$ cat src/rtl/position_to_analog_level_assert.svh
// ----------------------------------------------------------------------------
// Assertion macros for position_to_analog_level
// Shared concurrent-assertion shorthands, clocked on clk_i, muted in reset.
// ----------------------------------------------------------------------------
`ifndef POSITION_TO_ANALOG_LEVEL_ASSERT_SVH
`define POSITION_TO_ANALOG_LEVEL_ASSERT_SVH

// Same-cycle implication.
`define PAL_ASSERT_NOW(lbl, ante, cons, msg) \
  lbl: assert property (@(posedge clk_i) disable iff (!rst_ni) (ante) |-> (cons)) \
    else $error(msg);

// Next-cycle implication.
`define PAL_ASSERT_NEXT(lbl, ante, cons, msg) \
  lbl: assert property (@(posedge clk_i) disable iff (!rst_ni) (ante) |=> (cons)) \
    else $error(msg);

`endif

$ cat src/rtl/pal_pkg.sv
// ----------------------------------------------------------------------------
// pal_pkg
// Types and constants shared by the position-to-analog-level datapath.
// ----------------------------------------------------------------------------
package pal_pkg;

  localparam int unsigned IN_W    = 64;
  localparam int unsigned DIV_W   = 41;
  localparam int unsigned LEVEL_W = 16;
  localparam int unsigned CFG_IDX_W = 8;
  localparam int unsigned PROD_W  = DIV_W + LEVEL_W;

  localparam logic [LEVEL_W-1:0] FULL_SCALE = 16'hFFFF;
  localparam logic [LEVEL_W-1:0] MID_SCALE  = 16'h8000;
  localparam logic [IN_W-1:0]    MAX_SPAN   = 64'h0000_0100_0000_0000;

  typedef enum logic [1:0] {
    MODE_OFF   = 2'd0,
    MODE_WRAP  = 2'd1,
    MODE_DISP  = 2'd2,
    MODE_SPEED = 2'd3
  } mode_e;

  typedef enum logic [CFG_IDX_W-1:0] {
    REG_MODE       = 8'd0,
    REG_WRAP_RANGE = 8'd1,
    REG_SPAN_LOW   = 8'd2,
    REG_SPAN_HIGH  = 8'd3
  } reg_idx_e;

  // Sideband through the modulo chain
  typedef struct packed {
    logic             neg;
    logic             sat_lo;
    logic             sat_hi;
    logic [DIV_W-1:0] offs;
  } mod_side_t;

  // Sideband through the scaling chain
  typedef struct packed {
    logic sat_lo;
    logic sat_hi;
  } scl_side_t;

endpackage

$ cat src/rtl/pal_cell.sv
// ----------------------------------------------------------------------------
// pal_cell
// One restoring-division step: shift in a dividend bit, trial subtract.
// ----------------------------------------------------------------------------
module pal_cell
  import pal_pkg::*;
#(
  parameter int unsigned NUM_W  = 16,
  parameter int unsigned SIDE_W = 2
) (
  input  logic              clk_i,
  input  logic              rst_ni,
  input  logic              en_i,
  input  logic [DIV_W-1:0]  div_i,
  input  logic              valid_i,
  input  logic [DIV_W-1:0]  rem_i,
  input  logic [NUM_W-1:0]  num_i,
  input  logic [SIDE_W-1:0] side_i,
  output logic              valid_o,
  output logic [DIV_W-1:0]  rem_o,
  output logic [NUM_W-1:0]  num_o,
  output logic [SIDE_W-1:0] side_o
);

  logic              valid_q;
  logic [DIV_W-1:0]  rem_q, rem_d;
  logic [NUM_W-1:0]  num_q, num_d;
  logic [SIDE_W-1:0] side_q;
  logic [DIV_W:0]    shifted, diff;
  logic              ge;

  always_comb begin
    shifted = {rem_i, num_i[NUM_W-1]};
    diff    = shifted - {1'b0, div_i};
    ge      = (shifted >= {1'b0, div_i});
    rem_d   = ge ? diff[DIV_W-1:0] : shifted[DIV_W-1:0];
    // quotient bit enters at the bottom as the dividend leaves the top
    num_d   = {num_i[NUM_W-2:0], ge};
  end

  always_ff @(posedge clk_i or negedge rst_ni) begin
    if (!rst_ni) begin
      valid_q <= 1'b0;
    end else if (en_i) begin
      valid_q <= valid_i;
    end
  end

  always_ff @(posedge clk_i) begin
    if (en_i) begin
      rem_q  <= rem_d;
      num_q  <= num_d;
      side_q <= side_i;
    end
  end

  assign valid_o = valid_q;
  assign rem_o   = rem_q;
  assign num_o   = num_q;
  assign side_o  = side_q;

endmodule

$ cat src/rtl/pal_chain.sv
// ----------------------------------------------------------------------------
// pal_chain
// Row of division cells, one dividend bit per cell.
// ----------------------------------------------------------------------------
module pal_chain
  import pal_pkg::*;
#(
  parameter int unsigned NUM_W  = 16,
  parameter int unsigned SIDE_W = 2
) (
  input  logic              clk_i,
  input  logic              rst_ni,
  input  logic              en_i,
  input  logic [DIV_W-1:0]  div_i,
  input  logic              valid_i,
  input  logic [DIV_W-1:0]  rem_i,
  input  logic [NUM_W-1:0]  num_i,
  input  logic [SIDE_W-1:0] side_i,
  output logic              valid_o,
  output logic [DIV_W-1:0]  rem_o,
  output logic [NUM_W-1:0]  quot_o,
  output logic [SIDE_W-1:0] side_o
);

  logic              valid_w [NUM_W+1];
  logic [DIV_W-1:0]  rem_w   [NUM_W+1];
  logic [NUM_W-1:0]  num_w   [NUM_W+1];
  logic [SIDE_W-1:0] side_w  [NUM_W+1];

  assign valid_w[0] = valid_i;
  assign rem_w[0]   = rem_i;
  assign num_w[0]   = num_i;
  assign side_w[0]  = side_i;

  for (genvar g = 0; g < NUM_W; g++) begin : g_cell
    pal_cell #(
      .NUM_W  (NUM_W),
      .SIDE_W (SIDE_W)
    ) u_cell (
      .clk_i   (clk_i),
      .rst_ni  (rst_ni),
      .en_i    (en_i),
      .div_i   (div_i),
      .valid_i (valid_w[g]),
      .rem_i   (rem_w[g]),
      .num_i   (num_w[g]),
      .side_i  (side_w[g]),
      .valid_o (valid_w[g+1]),
      .rem_o   (rem_w[g+1]),
      .num_o   (num_w[g+1]),
      .side_o  (side_w[g+1])
    );
  end

  assign valid_o = valid_w[NUM_W];
  assign rem_o   = rem_w[NUM_W];
  assign quot_o  = num_w[NUM_W];
  assign side_o  = side_w[NUM_W];

endmodule

$ cat config.mk
export PLATFORM = sky130hd
export DESIGN_NAME = pal_chain
export DESIGN_NICKNAME = d
export VERILOG_FILES = /design/src/rtl/position_to_analog_level_assert.svh /design/src/rtl/pal_pkg.sv /design/src/rtl/pal_cell.sv /design/src/rtl/pal_chain.sv
export SDC_FILE = /design/constraint.sdc
export NUM_CORES = 2
export LEC_CHECK = 0
export ABC_CLOCK_PERIOD_IN_PS = 4840
export BUFFER_PORTS_ARGS = -buffer_cell sky130_fd_sc_hd__buf_2
export CAP_MARGIN = 10
export CORE_ASPECT_RATIO = 1.5
export CORE_MARGIN = 2
export CORE_UTILIZATION = 45
export CTS_CLUSTER_DIAMETER = 80
export DETAILED_ROUTE_END_ITERATION = 12
export PLACE_DENSITY = 0.6
export SLEW_MARGIN = 25
export SYNTH_ARGS = -nofsm -noshare
export SYNTH_HDL_FRONTEND = slang
export SYNTH_SLANG_ARGS = --single-unit
$ cat constraint.sdc
create_clock -name clk_i -period 4.84 [get_ports clk_i]
set_input_delay 0.242 -clock clk_i [delete_from_list [all_inputs] [get_ports clk_i]]
set_output_delay 0.242 -clock clk_i [all_outputs]
set_load 0.1 [all_outputs]
==> parameters.txt <==
Parameter                              Value

Cells and area
  Non-filler cells in the finished layout    9838
  Most frequent cells in the layout    944 x sky130_fd_sc_hd__edfxtp_1, 834 x sky130_fd_sc_hd__a21oi_1, 656 x sky130_fd_sc_hd__ha_1
  Fill count    14200
  Most common cell after layout, fill and taps aside    sky130_fd_sc_hd__edfxtp_1
  Share of final-layout standard cells stronger than drive strength 1    13.6%
  Post-Route Utilization    51.7%
  Area grow syn2layout    14.0%
  Layout net count    8462

Clocking
  CTS buffer count    102
  CTS tree    done
  CTS Root Cell    sky130_fd_sc_hd__clkbuf_16
  H-tree lvl count    3
  Clock-pin slew on the worst setup and hold paths    0.06 ns
  Clock Tree Buf Depth    3
  Latest clock arrival within the worst-skew pair    0.75 ns
  Clock tree sinks    960

Power
  Proportion of power drawn by flip-flops and latches    26.1%
  Maximum VDD drop    607 uV
  Clk network pwr share    13.8%
  Power, Total    0.0602 W
  LEAKAGE    33.2 nW
  Fraction of power spent switching nets    43.2%
  Internal power    0.0342 W
  PD cells    742 nW/um^2
  Part of the total power dissipated in combinational logic    60.1%
  Sw power    0.0260 W

Logic synthesis
  Synth Register Bits    960
  Post-synthesis cell area    71200 sq um
  Gate count after technology mapping    7222
  Cell taking the most area after synthesis    sky130_fd_sc_hd__edfxtp_1
  Top-area cell type share of the netlist area    39.8%
  Number of synthesized flops with an enable pin    944
  Dominant synthesized flop cell    sky130_fd_sc_hd__edfxtp_1
  Synth top area cells    sky130_fd_sc_hd__edfxtp_1 40%, sky130_fd_sc_hd__ha_1 12%, sky130_fd_sc_hd__a21oi_1 5.9%
  Post-synthesis sequential area ratio    40.4%
  Distinct cell type count after synthesis    81
  Mean post-synth cell area    9.85 sq um
  Number of warnings printed during yosys synthesis    0
  FFs w/ async S/R, synth    1.67%
  Syn_nets    7998

Flow run
  Number of max-capacitance violations reported    0

Setup path
  Data arrival time of the critical path    5.24 ns
  Worst path bufs/invs    4
  Element type at the critical path start    register
  Startpoint of the most critical register-to-register path    g_cell[10].u_cell.num_o[15]
  Type of the worst setup path    reg -> reg
  Endpoint type of the worst setup path    register
  Worst reg-to-reg path cell count    16
  Reg2Reg Capture Point    g_cell[11].u_cell.rem_o[2]
  Cell at the slowest stage of the critical path    sky130_fd_sc_hd__a2111oi_4
  CP cell instances    inv_1 > ha_1 > inv_1 > fa_1 > a21o_1 > a311o_1 > a2111oi_4 > o31ai_4 > a2111oi_4 > buf_4 > o31ai_2 > a221o_1 > a31o_1 > a41o_2 > buf_12 > mux2_4
  Required arrival time at the worst endpoint    5.34 ns
  Maximum net fanout on the critical path    35
  Category of cells accounting for the largest share of critical-path delay    compound AO/OA/AOI/OAI gates
  Register-to-register setup slack    0.10 ns
  Highest cell delay on the worst timing path    0.50 ns

Die
  Die X-Extent    329 um
  Area of the die    161000 sq um
  Std cell rows    178
  Effective utilization at floorplan    45.3%
  Total I/O pin count    164
  Floorplan Core Area    157000 sq um
  Die Y-Extent    491 um

Route
  Vias    57500
  Post-route ant nets    0
  First DRT Iteration DRCs    2871
  DRT Pass-1 Iters    8
  Via-to-Cell Ratio    5.85
  Total Routed Length    223000 um
  DR WL/cell    22.6 um
  DRC    0

GRT
  GRT Total Usage    27.2%
  Largest net degree at the start of global routing    124
  Total congestion overflow    0
  Vias in the first global route    61000
  Initial antenna violation count    3
  Wire length of the first global-routing pass    336000 um

STA
  Portion of the clock cycle consumed by the worst path in the final layout    97.9%
  Crit path time final    4.74 ns
  Final TNS setup    0 ns
  Max-slew headroom at the worst pin    34.9%
  Worst hold slack    0.0574 ns
  Layout Skew    0.0150 ns
  Pins over their slew limit    0
  Transition time at the pin with the least slew margin    0.977 ns
  Final Setup Violations    0
  Fmax achieved    211 MHz
  Total count of hold-check failures in the final report    0
  Setup repair after global routing missed its margin    false

Run status
  Run status    finished clean

Hold path
  Count of cells along the worst hold path    1
  Hold crit path type    in -> reg
  Hold path startpoint    en_i
  End point of the worst hold path    g_cell[15].u_cell.rem_o[1]

Placement
  # port buffers    163
  RePlAce Congestion    0.951
  Sum of net half-perimeters after detailed placement    180000 um
  Instance count after placement with tap cells included    9589
## sequential cells by signal, indices dropped and copies added, names as in the netlist
| name | flops |
|---|---|
| g_cell.u_cell.rem_o | 656 |
| g_cell.u_cell.num_o | 256 |
| g_cell.u_cell.side_o | 32 |
| g_cell.u_cell.valid_o | 16 |
## worst register-to-register path: stages, from the launching register on
cell and delay, ns:
sky130_fd_sc_hd__edfxtp_1 0.37, sky130_fd_sc_hd__inv_1 0.08, sky130_fd_sc_hd__ha_1 0.16, sky130_fd_sc_hd__inv_1 0.05, sky130_fd_sc_hd__fa_1 0.41, sky130_fd_sc_hd__a21o_1 0.19, sky130_fd_sc_hd__a311o_1 0.32, sky130_fd_sc_hd__a2111oi_4 0.50
sky130_fd_sc_hd__o31ai_4 0.16, sky130_fd_sc_hd__a2111oi_4 0.36, sky130_fd_sc_hd__buf_4 0.20, sky130_fd_sc_hd__o31ai_2 0.15, sky130_fd_sc_hd__a221o_1 0.38, sky130_fd_sc_hd__a31o_1 0.25, sky130_fd_sc_hd__a41o_2 0.31, sky130_fd_sc_hd__buf_12 0.18
sky130_fd_sc_hd__mux2_4 0.41
## layer usage
layer  vias up  GRT usage [%]  part of all wire [%]
met5         -              0                     0
met4         0           22.1                   9.2
met3       653           2.49                   2.2
met2      1198           56.2                    57
met1     27500           22.6                    31
li1      28200              -                     -
## cells in the mapped netlist, types with 16 or more instances
cell type and n:
sky130_fd_sc_hd__ha_1 656, sky130_fd_sc_hd__clkbuf_1 237, sky130_fd_sc_hd__or3_1 24, sky130_fd_sc_hd__a31o_2 17, sky130_fd_sc_hd__a211oi_1 68, sky130_fd_sc_hd__fa_1 16
sky130_fd_sc_hd__nor2b_1 59, sky130_fd_sc_hd__o21bai_1 102, sky130_fd_sc_hd__mux2_2 247, sky130_fd_sc_hd__a311oi_1 19, sky130_fd_sc_hd__inv_1 237, sky130_fd_sc_hd__xor2_1 225
sky130_fd_sc_hd__mux2_4 35, sky130_fd_sc_hd__xnor2_1 360, sky130_fd_sc_hd__nor2_1 496, sky130_fd_sc_hd__nand3_1 150, sky130_fd_sc_hd__o31ai_1 50, sky130_fd_sc_hd__nand2b_1 82
sky130_fd_sc_hd__dfrtp_1 16, sky130_fd_sc_hd__nand2_1 586, sky130_fd_sc_hd__edfxtp_1 944, sky130_fd_sc_hd__a21o_1 379, sky130_fd_sc_hd__a21boi_0 22, sky130_fd_sc_hd__a2111oi_0 17
sky130_fd_sc_hd__o41ai_1 16, sky130_fd_sc_hd__a31oi_1 72, sky130_fd_sc_hd__a211o_1 17, sky130_fd_sc_hd__nor3_1 96, sky130_fd_sc_hd__nand4_1 132, sky130_fd_sc_hd__nor4_1 28
sky130_fd_sc_hd__o211ai_1 39, sky130_fd_sc_hd__and2_1 41, sky130_fd_sc_hd__mux2i_1 19, sky130_fd_sc_hd__o21ai_0 494, sky130_fd_sc_hd__and3_1 74, sky130_fd_sc_hd__a41oi_1 19
sky130_fd_sc_hd__a21oi_1 838, sky130_fd_sc_hd__o21a_1 71
## what timing repair did
item                                    in CTS  in global routing
endpoints found under the setup margin      31                 37
pin swaps                                    1                  4
buffers inserted                             0                  2
hold buffers                                61                  0
resized for setup                            0                  2
hold endpoints to repair                    75                  0
## cell type report
class	instances	area, sq um	share of cell area [%]
clock inverters	68	782	0.964
repair buffers	616	4790	5.91
flip-flops and latches	960	28700	35.4
well taps	2070	2590	3.19
diodes	2	5.00	0.00617
inverters	238	893	1.10
multi-input cells	5768	40700	50.1
clock buffers	116	2650	3.26
## logic make-up after synthesis
logic type               Yosys count  synth area share (%)
AO/OA/AOI/OAI                   2379                  20.8
buffers and inverters            494                  2.65
multiplexers                     301                  4.91
adder cells (fa/ha/maj)          672                  12.0
flip-flops                       960                  40.4
XOR/XNOR                         585                  7.20
AND/OR/NAND/NOR                 1831                  12.0
## stage by stage
step,cell area (sq um),setup slack [ns]
2_1_floorplan,71200,0.102
3_5_place_dp,77000,-0.120
4_1_cts,81100,0.00334
5_1_grt,81100,0.00595
6_report,81100,0.102
3_3_place_gp,77000,-0.0820
## worst max-delay path by stage
stage	from	end	slack (ns)	depth (start not counted)
floorplan	div_i[1]	g_cell[11].u_cell.rem_o[10]	0.10	13
global placement	div_i[0]	g_cell[11].u_cell.rem_o[1]	-0.08	16
detailed placement	div_i[0]	g_cell[11].u_cell.rem_o[2]	-0.12	16
CTS	g_cell[10].u_cell.num_o[15]	g_cell[11].u_cell.rem_o[2]	0.003	16
global route	g_cell[10].u_cell.num_o[15]	g_cell[11].u_cell.rem_o[5]	0.006	16
finish	g_cell[10].u_cell.num_o[15]	g_cell[11].u_cell.rem_o[2]	0.10	16
## power groups by stage
stage               Clock, W  Sequential, W  Combinational [W]
CTS                  0.00855         0.0157             0.0360
finish               0.00832         0.0157             0.0362
floorplan                  0         0.0166             0.0245
global placement           0         0.0158             0.0354
global route         0.00881         0.0160             0.0396
detailed placement         0         0.0158             0.0358
Note: power is estimated with default switching activity, not from simulation.
